**src/rtl/cdq_pkg.sv**
```systemverilog
// Shared types, constants and ring arithmetic for the circular deque core.
`default_nettype none
package cdq_pkg;

  localparam int DEPTH  = 16;
  localparam int KEY_W  = 32;
  localparam int REC_W  = 32;
  localparam int SLOT_W = (DEPTH > 1) ? $clog2(DEPTH) : 1;
  localparam int CNT_W  = $clog2(DEPTH + 1);

  localparam logic [CNT_W-1:0] DEPTH_CNT = CNT_W'(DEPTH);
  localparam logic [CNT_W:0]   DEPTH_SUM = (CNT_W + 1)'(DEPTH);
  localparam logic [CNT_W-1:0] DEPTH_M1  = CNT_W'(DEPTH - 1);

  typedef enum logic [2:0] {
    ACT_PUSH_FRONT = 3'd0,
    ACT_PUSH_BACK  = 3'd1,
    ACT_POP_FRONT  = 3'd2,
    ACT_POP_BACK   = 3'd3,
    ACT_SEARCH     = 3'd4,
    ACT_CLEAR      = 3'd5
  } action_t;

  typedef enum logic [1:0] {
    STS_OK        = 2'd0,
    STS_NOT_FOUND = 2'd1,
    STS_EMPTY     = 2'd2,
    STS_FULL      = 2'd3
  } status_t;

  typedef enum logic [2:0] {
    ST_IDLE,
    ST_EXEC,
    ST_POP,
    ST_TAIL,
    ST_SCAN
  } state_t;

  typedef enum logic [1:0] {
    RD_HEAD,
    RD_TAIL,
    RD_SCAN
  } rd_sel_t;

  typedef struct packed {
    logic    load;
    logic    push_front;
    logic    push_back;
    logic    pop_front;
    logic    pop_back;
    logic    clear;
    logic    rd_en;
    rd_sel_t rd_sel;
    logic    scan_clr;
    logic    scan_inc;
    logic    resp;
    status_t resp_status;
    logic    resp_rec;
  } cmd_t;

  typedef struct packed {
    logic [2:0] act;
    logic       empty;
    logic       full;
    logic       one_left;
    logic       hit;
    logic       scan_done;
  } sts_t;

  function automatic logic [SLOT_W-1:0] slot_add(input logic [SLOT_W-1:0] a,
                                                 input logic [CNT_W-1:0]  b);
    logic [CNT_W:0] sum;
    sum = (CNT_W + 1)'(a) + (CNT_W + 1)'(b);
    if (sum >= DEPTH_SUM) begin
      sum = sum - DEPTH_SUM;
    end
    return sum[SLOT_W-1:0];
  endfunction

endpackage
`default_nettype wire

```
**src/rtl/cdq_datapath.sv**
```systemverilog
// Datapath of the circular deque: ring storage, head and fill count, scan and response.
`default_nettype none
module cdq_datapath (
  input  wire logic                       clk,
  input  wire logic                       rst,
  input  wire cdq_pkg::cmd_t              cmd,
  input  wire logic [2:0]                 action,
  input  wire logic [cdq_pkg::KEY_W-1:0]  key,
  input  wire logic [cdq_pkg::REC_W-1:0]  record,
  output cdq_pkg::sts_t                   sts,
  output logic                            done,
  output logic [cdq_pkg::REC_W-1:0]       result_record,
  output logic [1:0]                      status,
  output logic [cdq_pkg::CNT_W-1:0]       entries_held
);
  import cdq_pkg::*;

  logic [KEY_W-1:0]  key_mem [DEPTH];
  logic [REC_W-1:0]  rec_mem [DEPTH];

  logic [2:0]        act_q;
  logic [KEY_W-1:0]  key_q;
  logic [REC_W-1:0]  rec_q;
  logic [SLOT_W-1:0] head;
  logic [SLOT_W-1:0] head_next;
  logic [CNT_W-1:0]  fill;
  logic [CNT_W-1:0]  fill_next;
  logic [SLOT_W-1:0] offset;
  logic [KEY_W-1:0]  rd_key;
  logic [REC_W-1:0]  rd_rec;
  logic [SLOT_W-1:0] wr_addr;
  logic [SLOT_W-1:0] rd_addr;
  logic [SLOT_W-1:0] head_dec;
  logic [SLOT_W-1:0] head_inc;
  logic [SLOT_W-1:0] tail_slot;
  logic [CNT_W-1:0]  offset_p1;

  always_ff @(posedge clk) begin
    if (cmd.load) begin
      act_q <= action;
      key_q <= key;
      rec_q <= record;
    end
  end

  assign head_dec  = slot_add(head, DEPTH_M1);
  assign head_inc  = slot_add(head, CNT_W'(1));
  assign tail_slot = slot_add(head, fill - CNT_W'(1));
  assign wr_addr   = cmd.push_front ? head_dec : slot_add(head, fill);
  assign offset_p1 = CNT_W'(offset) + CNT_W'(1);

  always_comb begin
    case (cmd.rd_sel)
      RD_HEAD: rd_addr = head;
      RD_TAIL: rd_addr = tail_slot;
      RD_SCAN: rd_addr = slot_add(head, CNT_W'(offset));
      default: rd_addr = head;
    endcase
  end

  always_ff @(posedge clk) begin
    if (cmd.push_front || cmd.push_back) begin
      key_mem[wr_addr] <= key_q;
      rec_mem[wr_addr] <= rec_q;
    end
    if (cmd.rd_en) begin
      rd_key <= key_mem[rd_addr];
      rd_rec <= rec_mem[rd_addr];
    end
  end

  always_comb begin
    head_next = head;
    fill_next = fill;
    if (cmd.clear) begin
      head_next = '0;
      fill_next = '0;
    end else if (cmd.push_front) begin
      head_next = head_dec;
      fill_next = fill + CNT_W'(1);
    end else if (cmd.push_back) begin
      fill_next = fill + CNT_W'(1);
    end else if (cmd.pop_front) begin
      head_next = head_inc;
      fill_next = fill - CNT_W'(1);
    end else if (cmd.pop_back) begin
      fill_next = fill - CNT_W'(1);
    end
  end

  always_ff @(posedge clk) begin
    if (rst) begin
      head <= '0;
      fill <= '0;
    end else begin
      head <= head_next;
      fill <= fill_next;
    end
  end

  always_ff @(posedge clk) begin
    if (cmd.scan_clr) begin
      offset <= '0;
    end else if (cmd.scan_inc) begin
      offset <= offset + SLOT_W'(1);
    end
  end

  always_ff @(posedge clk) begin
    if (rst) begin
      done <= 1'b0;
    end else begin
      done <= cmd.resp;
    end
  end

  always_ff @(posedge clk) begin
    if (cmd.resp) begin
      result_record <= cmd.resp_rec ? rd_rec : '0;
      status        <= cmd.resp_status;
      entries_held  <= fill_next;
    end
  end

  assign sts.act       = act_q;
  assign sts.empty     = (fill == '0);
  assign sts.full      = (fill == DEPTH_CNT);
  assign sts.one_left  = (fill == CNT_W'(1));
  assign sts.hit       = (rd_key == key_q);
  assign sts.scan_done = (offset_p1 == fill);

  a_fill_bound: assert property (@(posedge clk) disable iff (rst)
    fill <= DEPTH_CNT)
    else $error("fill count above depth");

  a_no_push_full: assert property (@(posedge clk) disable iff (rst)
    (cmd.push_front || cmd.push_back) |-> fill != DEPTH_CNT)
    else $error("push on full ring");

  a_no_pop_empty: assert property (@(posedge clk) disable iff (rst)
    (cmd.pop_front || cmd.pop_back) |-> fill != '0)
    else $error("pop on empty ring");

  a_clear_resets: assert property (@(posedge clk) disable iff (rst)
    cmd.clear |=> (fill == '0) && (head == '0))
    else $error("clear left entries");

endmodule
`default_nettype wire

```
**src/rtl/cdq_ctrl.sv**
```systemverilog
// Controller state machine of the circular deque: sequences pops, scans and responses.
`default_nettype none
module cdq_ctrl (
  input  wire logic           clk,
  input  wire logic           rst,
  input  wire logic           start,
  input  wire cdq_pkg::sts_t  sts,
  output logic                busy,
  output cdq_pkg::cmd_t       cmd
);
  import cdq_pkg::*;

  state_t state;
  state_t state_next;

  always_ff @(posedge clk) begin
    if (rst) begin
      state <= ST_IDLE;
    end else begin
      state <= state_next;
    end
  end

  always_comb begin
    cmd        = '0;
    state_next = state;
    busy       = (state != ST_IDLE);
    case (state)
      ST_IDLE: begin
        if (start) begin
          cmd.load   = 1'b1;
          state_next = ST_EXEC;
        end
      end
      ST_EXEC: begin
        state_next = ST_IDLE;
        cmd.resp   = 1'b1;
        case (sts.act)
          ACT_PUSH_FRONT: begin
            if (sts.full) cmd.resp_status = STS_FULL;
            else cmd.push_front = 1'b1;
          end
          ACT_PUSH_BACK: begin
            if (sts.full) cmd.resp_status = STS_FULL;
            else cmd.push_back = 1'b1;
          end
          ACT_POP_FRONT, ACT_POP_BACK: begin
            if (sts.empty) begin
              cmd.resp_status = STS_EMPTY;
            end else begin
              cmd.resp   = 1'b0;
              cmd.rd_en  = 1'b1;
              cmd.rd_sel = (sts.act == ACT_POP_FRONT) ? RD_HEAD : RD_TAIL;
              state_next = ST_POP;
            end
          end
          ACT_SEARCH: begin
            if (sts.empty) begin
              cmd.resp_status = STS_EMPTY;
            end else begin
              cmd.resp     = 1'b0;
              cmd.rd_en    = 1'b1;
              cmd.rd_sel   = RD_TAIL;
              cmd.scan_clr = 1'b1;
              state_next   = ST_TAIL;
            end
          end
          ACT_CLEAR: begin
            cmd.clear = 1'b1;
          end
          default: begin
          end
        endcase
      end
      ST_POP: begin
        cmd.resp     = 1'b1;
        cmd.resp_rec = 1'b1;
        if (sts.act == ACT_POP_FRONT) cmd.pop_front = 1'b1;
        else cmd.pop_back = 1'b1;
        state_next = ST_IDLE;
      end
      ST_TAIL, ST_SCAN: begin
        if (sts.hit) begin
          cmd.resp     = 1'b1;
          cmd.resp_rec = 1'b1;
          state_next   = ST_IDLE;
        end else if ((state == ST_TAIL) ? sts.one_left : sts.scan_done) begin
          cmd.resp        = 1'b1;
          cmd.resp_status = STS_NOT_FOUND;
          state_next      = ST_IDLE;
        end else begin
          cmd.rd_en    = 1'b1;
          cmd.rd_sel   = RD_SCAN;
          cmd.scan_inc = 1'b1;
          state_next   = ST_SCAN;
        end
      end
      default: begin
        state_next = ST_IDLE;
      end
    endcase
  end

  a_resp_ends_request: assert property (@(posedge clk) disable iff (rst)
    cmd.resp |=> state == ST_IDLE)
    else $error("response without return to idle");

  a_load_only_idle: assert property (@(posedge clk) disable iff (rst)
    cmd.load |-> state == ST_IDLE && !busy)
    else $error("request taken while busy");

  a_single_resp: assert property (@(posedge clk) disable iff (rst)
    cmd.resp |=> !cmd.resp)
    else $error("two responses in a row");

endmodule
`default_nettype wire

```
**src/rtl/circular_deque_with_key_search_core.sv**
```systemverilog
// Top level of the circular deque with key search: controller plus datapath.
// A request is taken at an edge with start high and busy low; done is a registered response:
// push, clear and error requests answer from the execute state, pops and a tail hit after
// one ring read, and a search that scans the whole ring after its reads, one read per cycle.
// busy drops in the done cycle, so the next request is taken at the edge ending it.
// Receiver cannot stall; synchronous reset empties the list and sets the head slot to zero.
`default_nettype none
module circular_deque_with_key_search_core (
  input  wire logic                       clk,
  input  wire logic                       rst,
  input  wire logic                       start,
  output logic                            busy,
  input  wire logic [2:0]                 action,
  input  wire logic [cdq_pkg::KEY_W-1:0]  key,
  input  wire logic [cdq_pkg::REC_W-1:0]  record,
  output logic                            done,
  output logic [cdq_pkg::REC_W-1:0]       result_record,
  output logic [1:0]                      status,
  output logic [cdq_pkg::CNT_W-1:0]       entries_held
);
  import cdq_pkg::*;

  cmd_t cmd;
  sts_t sts;

  cdq_ctrl u_ctrl (
    .clk   (clk),
    .rst   (rst),
    .start (start),
    .sts   (sts),
    .busy  (busy),
    .cmd   (cmd)
  );

  cdq_datapath u_datapath (
    .clk           (clk),
    .rst           (rst),
    .cmd           (cmd),
    .action        (action),
    .key           (key),
    .record        (record),
    .sts           (sts),
    .done          (done),
    .result_record (result_record),
    .status        (status),
    .entries_held  (entries_held)
  );

endmodule
`default_nettype wire
```
**config.mk**
```make
export PLATFORM = sky130hd
export DESIGN_NAME = circular_deque_with_key_search_core
export DESIGN_NICKNAME = d
export VERILOG_FILES = /design/src/rtl/cdq_pkg.sv /design/src/rtl/cdq_datapath.sv /design/src/rtl/cdq_ctrl.sv /design/src/rtl/circular_deque_with_key_search_core.sv
export SDC_FILE = /design/constraint.sdc
export NUM_CORES = 1
export LEC_CHECK = 0
export BUFFER_PORTS_ARGS = -buffer_cell sky130_fd_sc_hd__buf_2
export CAP_MARGIN = 20
export CORE_MARGIN = 2
export CORE_UTILIZATION = 35
export DETAILED_ROUTE_END_ITERATION = 7
export PLACE_DENSITY_LB_ADDON = 0.25
export SLEW_MARGIN = 25
export SYNTH_ARGS = -nofsm -noshare
export SYNTH_HDL_FRONTEND = slang
export SYNTH_SLANG_ARGS = --single-unit
```
**constraint.sdc**
```tcl
create_clock -name clk -period 6.28 [get_ports clk]
set_input_delay 0.628 -clock clk [delete_from_list [all_inputs] [get_ports clk]]
set_output_delay 0.628 -clock clk [all_outputs]
set_load 0.02 [all_outputs]
```
==> impl_summary.log, run 1 <==
INFO  metric fin_util = 40.5%
INFO  metric simple_gate_share_of_the_synthesized_area = 14.1%
INFO  metric postLayoutSetupSlackWorst = 379 ps
INFO  metric fp.dieW = 373 um
INFO  metric critPathMaxFanout = 94
INFO  metric layout_min_cycle_time = 5900 ps
INFO  metric grt_antenna_before_repair = 5
INFO  metric global_route.usage.met2 = 27.6%
INFO  metric die_y = 373 um
INFO  metric finish.cell_count_without_fillers = 5431
INFO  metric worstSetupPathType = reg2reg
INFO  metric groute.usage.overall = 17.7%
INFO  metric hold_viol = 0
INFO  metric synth_nets = 3522
INFO  metric drcViolationCount = 0
INFO  metric syn_area = 0.0476 sq mm
INFO  metric worst_r2r_startpoint = u_datapath.key_q[0]
INFO  metric yosys_register_bits = 1211
INFO  metric drt_iter0_drc = 2958
INFO  metric synth_cells = 3436
INFO  metric hpwlAfterDp = 60900 um
INFO  metric synthAdderAreaFrac = 0.453%
INFO  metric fmax = 169 MHz
INFO  metric layout.cells.most_common = sky130_fd_sc_hd__edfxtp_1
INFO  metric ctsHtreeMaxLevel = 4
INFO  metric min_delay_path_class = in2reg
INFO  metric max_slew.worst_pin.slew = 1100 ps
INFO  metric grt_pass1_vias = 26900
INFO  metric drive_gt1_share = 11.2%
INFO  metric timing.max_cap.violations = 0
INFO  metric cts.path.max_buffers = 3
INFO  metric initial_core_util = 35.2%
INFO  metric synth-seq-area-share = 76.1%
INFO  metric mostFrequentLayoutCells = sky130_fd_sc_hd__edfxtp_1, sky130_fd_sc_hd__nand2_1, sky130_fd_sc_hd__nand3_1
INFO  metric design_power_total = 16900 uW
INFO  metric grt_max_degree = 112
INFO  metric power.density = 309 mW/mm^2
INFO  metric setup_violations = 0
INFO  metric setup.worst_path.start_class = register
INFO  metric core_area = 0.135 sq mm
INFO  metric placement.setup.worst_slack = 257 ps
INFO  metric number_of_max_slew_violations_in_the_final_report = 0
INFO  metric drt_pre_antenna_iters = 8
INFO  metric min_path_cells = 1
INFO  metric dpl.cell_count = 5201
INFO  metric fillerInstances = 12500
INFO  metric place.gp.congestion = 0.751
INFO  metric ctsResizeCount = 0
INFO  metric worstSetupEndpointType = register
INFO  metric setup-tns-final = 0 ps
INFO  metric viasPerCell = 5.21
INFO  metric port_buffers = 110
INFO  metric worst_slew_margin = 26.4%
INFO  metric avgSynthCellArea = 13.8 sq um
INFO  metric clock_tree.root_cell = sky130_fd_sc_hd__clkbuf_16
INFO  metric power.leakage = 0.0189 uW
INFO  metric largest_family_of_logic_cells_by_synthesized_area = simple AND/OR/NAND/NOR gates
INFO  metric holdPathEnd = u_datapath.rec_q[27]
INFO  metric busiest_layer = met2
INFO  metric yosys_warning_total = 0
INFO  metric row_count = 135
INFO  metric boundary_pin_count = 111
INFO  metric route.antenna.remaining_nets = 0
INFO  metric layout-area-overhead-vs-synth = 15.1%
INFO  metric min_period_over_period = 94.0%
INFO  metric synth_mux_area_share = 1.60%
INFO  metric yosys_most_used_dff = sky130_fd_sc_hd__edfxtp_1
INFO  metric peakVddDrop = 213 uV
INFO  metric hold_buffers = 0
INFO  metric wire_per_inst = 23.1 um
INFO  metric capture_instance_of_the_worst_register_to_register_path = u_datapath.rd_key[30]
INFO  metric synth_xor_area_share = 1.02%
INFO  metric cts.sinks = 1211
INFO  metric die-area = 0.139 sq mm
INFO  metric path_clk_slew = 60 ps
INFO  metric timing.hold.worst.start = record[27]
INFO  metric cts_bufs_inserted = 131
INFO  metric rsz0062_at_grt = no
INFO  metric clkLatencyLatePin = 740 ps
INFO  metric cts_setup_buffers = 0
INFO  metric post_synth_edffs = 1194
INFO  metric ff2ff_path_depth = 19
INFO  metric worst_reg2reg_setup_slack = 380 ps
INFO  metric wire_length_of_the_first_global_routing_pass = 184000 um
INFO  metric finish.net_count = 3639
INFO  metric use_met3 = 3.05%
INFO  metric netlist-cell-type-count = 53
INFO  metric worstPathArrival = 6360 ps
INFO  metric share_of_flip_flops_with_an_asynchronous_set_or_reset_after_synthesis = 0%
INFO  metric synth-compound-area-share = 4.65%
INFO  metric status = finished clean
INFO  metric grt-ovfl-total = 0
INFO  metric fin_worst_skew = 24.3 ps
INFO  metric detail_route.wirelength = 126000 um
INFO  metric count_of_vias_placed_by_the_detailed_router = 28300
INFO  metric worstPathRequired = 6740 ps
INFO  metric grtUsageMet1 = 25.4%
INFO  metric cts_tree = done
[registers in the layout (all words and copies together), names as in the netlist, 4 cells and up]
signal,cells
u_datapath.entries_held,5
u_datapath.fill,5
u_datapath.head,4
u_datapath.key_mem,512
u_datapath.key_q,32
u_datapath.offset,4
u_datapath.rd_key,32
u_datapath.rd_rec,32
u_datapath.rec_mem,512
u_datapath.rec_q,32
u_datapath.result_record,32
[synthesized netlist by cell type (all sizes together), types with 5 or more instances]
cell type,count,share of area (%)
inv,14,0.11
nor3,23,0.24
buf,72,0.82
nand3,262,2.8
a31oi,129,1.7
edfxtp,1194,75
and3,131,1.7
a21oi,12,0.13
dfxtp,17,0.72
nand4,9,0.12
and2,34,0.45
nor2,26,0.21
mux2i,71,1.5
xnor2,46,0.89
clkbuf,145,1.1
nor2b,6,0.079
o21ai,6,0.063
xor2,7,0.13
a311oi,128,2.4
nand2,1040,8.2
nor4,5,0.066
ha,14,0.37
[worst max path at each step]
| stage | slack (ps) | from | to |
|---|---|---|---|
| 3_5_place_dp | 260 | u_datapath.key_q[0] | u_datapath.rd_key[30] |
| 4_1_cts | 240 | u_datapath.key_q[0] | u_datapath.rd_key[30] |
| 5_1_grt | 30 | u_datapath.key_q[0] | u_datapath.rd_key[30] |
| 3_3_place_gp | 270 | u_datapath.key_q[0] | u_datapath.rd_key[30] |
| 6_report | 380 | u_datapath.key_q[0] | u_datapath.rd_key[30] |
| 2_1_floorplan | -420 | u_datapath.fill[0] | u_datapath.key_mem[3][0] |
[area by class of cell]
type                    instances  area (sq um)  share of cell area [%]
diodes                          1          2.50                 0.00457
flip-flops and latches       1211         36200                    66.1
well taps                    1781          2230                    4.07
clock inverters                74           631                    1.15
multi-input cells            1994         10600                    19.3
inverters                      14          55.1                   0.101
repair buffers                201          1630                    2.99
clock buffers                 155          3420                    6.25
[critical path, cell delays in order, from the launching register on]
cell and delay, ps:
sky130_fd_sc_hd__edfxtp_1 630, sky130_fd_sc_hd__xnor2_1 780, sky130_fd_sc_hd__nand4_1 210, sky130_fd_sc_hd__nor4_1 630
sky130_fd_sc_hd__buf_4 260, sky130_fd_sc_hd__a22oi_1 90, sky130_fd_sc_hd__nand2_1 110, sky130_fd_sc_hd__inv_1 50
sky130_fd_sc_hd__ha_1 270, sky130_fd_sc_hd__mux2_2 260, sky130_fd_sc_hd__ha_1 160, sky130_fd_sc_hd__inv_1 60
sky130_fd_sc_hd__fa_1 400, sky130_fd_sc_hd__xnor2_1 350, sky130_fd_sc_hd__mux2_8 380, sky130_fd_sc_hd__buf_12 390
sky130_fd_sc_hd__and3_1 230, sky130_fd_sc_hd__a311oi_1 50, sky130_fd_sc_hd__a31oi_1 150, sky130_fd_sc_hd__mux2i_1 90
[per-stage QoR]
stage,hold slack (ps),area (sq um)
3_5_place_dp,503,50700
3_3_place_gp,492,50700
6_report,63.9,54700
2_1_floorplan,465,47600
5_1_grt,30.2,54700
4_1_cts,11.7,54700
[cell families (layout without fill, tap and decap cells)]
logic type      after synthesis  after routing
compound gates              299            299
xor+xnor                     53             53
fa+ha+maj                    16             16
mux                          75             75
simple gates               1551           1551
flops                      1211           1211
other cells                   0              1
buf+inv                     231            444
[routing by layer]
metal | wire length (um) | part of all wire, %
met4 | 2670 | 2.1
met2 | 57700 | 46
met1 | 57000 | 45
met3 | 8140 | 6.5
met5 | 13 | 0.010
[power breakdown]
part	switching [uW]	internal, uW
sequential	112	8950
combinational	320	170
clock	3150	4220
total	3580	13300
No activity file was read; power rests on OpenSTA's default activity.
==> inputs of run 2 (changes only) <==
clock period = 5 ns   (was 6.28 ns; I/O delays follow)
==> run 2 against run 1 <==
Net effect:
- total power grew 27%
- combinational power grew 55%
- worst setup slack lost 190 ps
- register-to-register slack lost 190 ps
- clock power grew 26%
- fmax grew 23%
- sequential power grew 25%
- via count grew 2.2%
- global-route usage grew 0.57 points
- clock skew shrank 2.3 ps
- critical path type unchanged
- sequential cell count is the same
- largest cell class unchanged
==> impl_summary.log, run 2 (same netlist as run 1, synthesis figures left out) <==
INFO  metric status = finished clean
INFO  metric place.gp.congestion = 0.757 (+0.85%)
INFO  metric port_buffers = 110 (unchanged)
INFO  metric grt_pass1_vias = 28100 (+4.6%)
INFO  metric cts_setup_buffers = 0 (unchanged)
INFO  metric row_count = 135 (unchanged)
INFO  metric die_y = 373 um (unchanged)
INFO  metric setup-tns-final = 0 ps (unchanged)
INFO  metric largest_registers = u_datapath.key_mem: 512 flops, u_datapath.rec_mem: 512 flops
INFO  metric grt-ovfl-total = 0 (unchanged)
INFO  metric cts.path.max_buffers = 3 (unchanged)
INFO  metric timing.critical_path.cells = xnor2_1 -> nand4_1 -> nor4_4 -> a22oi_1 -> nand2_1 -> inv_1 -> ha_1 -> mux2_2 -> ha_1 -> inv_1 -> fa_1 -> xnor2_1 -> buf_4 -> mux2_8 -> buf_12 -> buf_12 -> nand2_1 -> nand3_1 -> a31oi_1 -> mux2i_1
INFO  metric ctsHtreeMaxLevel = 4 (unchanged)
INFO  metric boundary_pin_count = 111 (unchanged)
INFO  metric drive_gt1_share = 13.1% (+1.9 points)
INFO  metric detail_route.wirelength = 128000 um (+1.9%)
INFO  metric fillerInstances = 12300 (-1.5%)
INFO  metric core_area = 0.135 sq mm (unchanged)
INFO  metric setup_violations = 0 (unchanged)
INFO  metric layout-area-overhead-vs-synth = 18.9%
INFO  metric timing.critical_path.slowest_cell_delay = 520 ps (-260 ps)
INFO  metric setup.worst_path.start_class = register
INFO  metric grt_max_degree = 76 (-32%)
INFO  metric wire_per_inst = 22.9 um (-1.0%)
INFO  metric route.antenna.remaining_nets = 0 (unchanged)
INFO  metric cts_bufs_inserted = 133 (+1.5%)
INFO  metric worstSetupEndpointType = register
INFO  metric max_slew.worst_pin.slew = 1020 ps (-77.7 ps)
INFO  metric dpl_cell_area = 0.0518 sq mm (+2.2%)
INFO  metric timing.hold.worst.start = key[2]
INFO  metric mostFrequentLayoutCells = sky130_fd_sc_hd__edfxtp_1, sky130_fd_sc_hd__nand2_1, sky130_fd_sc_hd__nand3_1
INFO  metric power.density = 379 mW/mm^2 (+23%)
INFO  metric fp.dieW = 373 um (unchanged)
INFO  metric layout_min_cycle_time = 4810 ps (-1090 ps)
INFO  metric cts_tree = done
INFO  metric ff_latch_area = 0.0362 sq mm (unchanged)
INFO  metric critPathMaxFanout = 31 (-67%)
INFO  metric setup.worst_path.start = u_datapath.key_q[20]
INFO  metric min_period_over_period = 96.3% (+2.3 points)
INFO  metric power.leakage = 0.0198 uW (+4.8%)
INFO  metric worst_path_max_delay_cell = sky130_fd_sc_hd__xnor2_1
INFO  metric path_clk_slew = 60 ps (about the same)
INFO  metric grt_antenna_before_repair = 3 (-2)
INFO  metric worstSetupPathType = reg2reg
INFO  metric drt_iter0_drc = 2656 (-10%)
INFO  metric worst_slew_margin = 32.0% (+5.6 points)
INFO  metric total_area_of_multi_input_combinational_cells = 0.0106 sq mm (+0.36%)
INFO  metric wire_length_of_the_first_global_routing_pass = 189000 um (+3.1%)
INFO  metric drt_pre_antenna_iters = 5 (-3)
INFO  metric worst_r2r_startpoint = u_datapath.key_q[20]
INFO  metric clock_tree.root_cell = sky130_fd_sc_hd__clkbuf_16
INFO  metric clkLatencyLatePin = 720 ps (-20 ps)
INFO  metric count_of_vias_placed_by_the_detailed_router = 28900 (+2.2%)
INFO  metric drcViolationCount = 0 (unchanged)
INFO  metric fin_worst_skew = 22.0 ps (-2.27 ps)
INFO  metric finish.net_count = 3798 (+4.4%)
INFO  metric cts.sinks = 1211 (unchanged)
INFO  metric number_of_max_slew_violations_in_the_final_report = 0 (unchanged)
INFO  metric timing.max_cap.violations = 0 (unchanged)
INFO  metric groute.usage.overall = 18.2% (+0.57 points)
INFO  metric hpwlAfterDp = 65000 um (+6.8%)
INFO  metric worstPathRequired = 5450 ps (-1290 ps)
INFO  metric initial_core_util = 35.2% (unchanged)
INFO  metric hold_viol = 0 (unchanged)
INFO  metric worst_path_dominant_cell_family = simple AND/OR/NAND/NOR gates
INFO  metric worstPathArrival = 5260 ps (-1100 ps)
INFO  metric finalInstanceArea = 0.0565 sq mm (+3.3%)
INFO  metric critical_path_buf_inv_count = 5 (+1)
INFO  metric viasPerCell = 5.17 (-0.74%)
INFO  metric min_delay_path_class = in2reg
INFO  metric peakVddDrop = 343 uV (+61%)
INFO  metric rsz0062_at_grt = no
INFO  metric die-area = 0.139 sq mm (unchanged)
INFO  metric fmax = 208 MHz (+23%)
INFO  metric layout.cells.most_common = sky130_fd_sc_hd__edfxtp_1
run 2: final cells by class:
class	instances	share of cell area (%)
antenna	1	0.00443
sequential	1211	64.0
multi-input combinational	1994	18.8
clock inverter	60	0.861
inverter	14	0.102
clock buffer	173	6.38
timing repair buffer	358	5.92
tap	1781	3.94
run 2: final timing paths:
| kind | endpoint | slack [ps] | cells past startpoint |
|---|---|---|---|
| setup / recovery | u_datapath.rd_rec[5] | 190 | 20 |
| hold / removal | u_datapath.key_q[2] | 30 | 1 |
| setup reg to reg | u_datapath.rd_rec[5] | 190 | 20 |
| hold reg to reg | u_datapath.result_record[29] | 520 | 1 |
run 2: metal layers:
| metal | global-route usage, % | wire (um) | vias up | share of wire [%] |
|---|---|---|---|---|
| li1 | - | - | 13300 | - |
| met1 | 26.3 | 59100 | 14600 | 46 |
| met2 | 28.3 | 58600 | 837 | 46 |
| met3 | 3.02 | 7250 | 185 | 5.7 |
| met4 | 5.37 | 2950 | 0 | 2.3 |
| met5 | 0 | 0 | - | 0 |
run 2: power breakdown:
group	total, uW	switching (uW)	internal (uW)
Sequential	11300	102	11200
Combinational	759	466	292
Clock	9320	3850	5470
Total	21400	4420	17000
run 2: metrics by stage:
step                      cells  setup slack, ps  total power, uW  util (%)  hold WS, ps
final                      5592              187            21400      41.8         30.3
after global routing       5591            0.937            22100      41.8         10.4
after CTS                  5591              193            21700      41.8         4.43
after detailed placement   5297            -42.2            12300      38.3          508
after global placement     5296            -44.5            12300      38.3          486
after floorplan            3436            -1700            11900         -          465
run 2: worst reg2reg max path, stage by stage, from the launching register on:
cell,delay [ps]
sky130_fd_sc_hd__edfxtp_1,460
sky130_fd_sc_hd__xnor2_1,520
sky130_fd_sc_hd__nand4_1,240
sky130_fd_sc_hd__nor4_4,350
sky130_fd_sc_hd__a22oi_1,140
sky130_fd_sc_hd__nand2_1,120
sky130_fd_sc_hd__inv_1,50
sky130_fd_sc_hd__ha_1,200
sky130_fd_sc_hd__mux2_2,230
sky130_fd_sc_hd__ha_1,160
sky130_fd_sc_hd__inv_1,60
sky130_fd_sc_hd__fa_1,400
sky130_fd_sc_hd__xnor2_1,140
sky130_fd_sc_hd__buf_4,150
sky130_fd_sc_hd__mux2_8,410
sky130_fd_sc_hd__buf_12,210
sky130_fd_sc_hd__buf_12,200
sky130_fd_sc_hd__nand2_1,100
sky130_fd_sc_hd__nand3_1,70
sky130_fd_sc_hd__a31oi_1,240
sky130_fd_sc_hd__mux2i_1,100
run 2: repair_timing:
action | in CTS | in global routing
pin swaps | 0 | 1
hold endpoints to repair | 62 | 0
hold buffers | 61 | 0
endpoints found under the setup margin | 8 | 43
resized for setup | 2 | 4
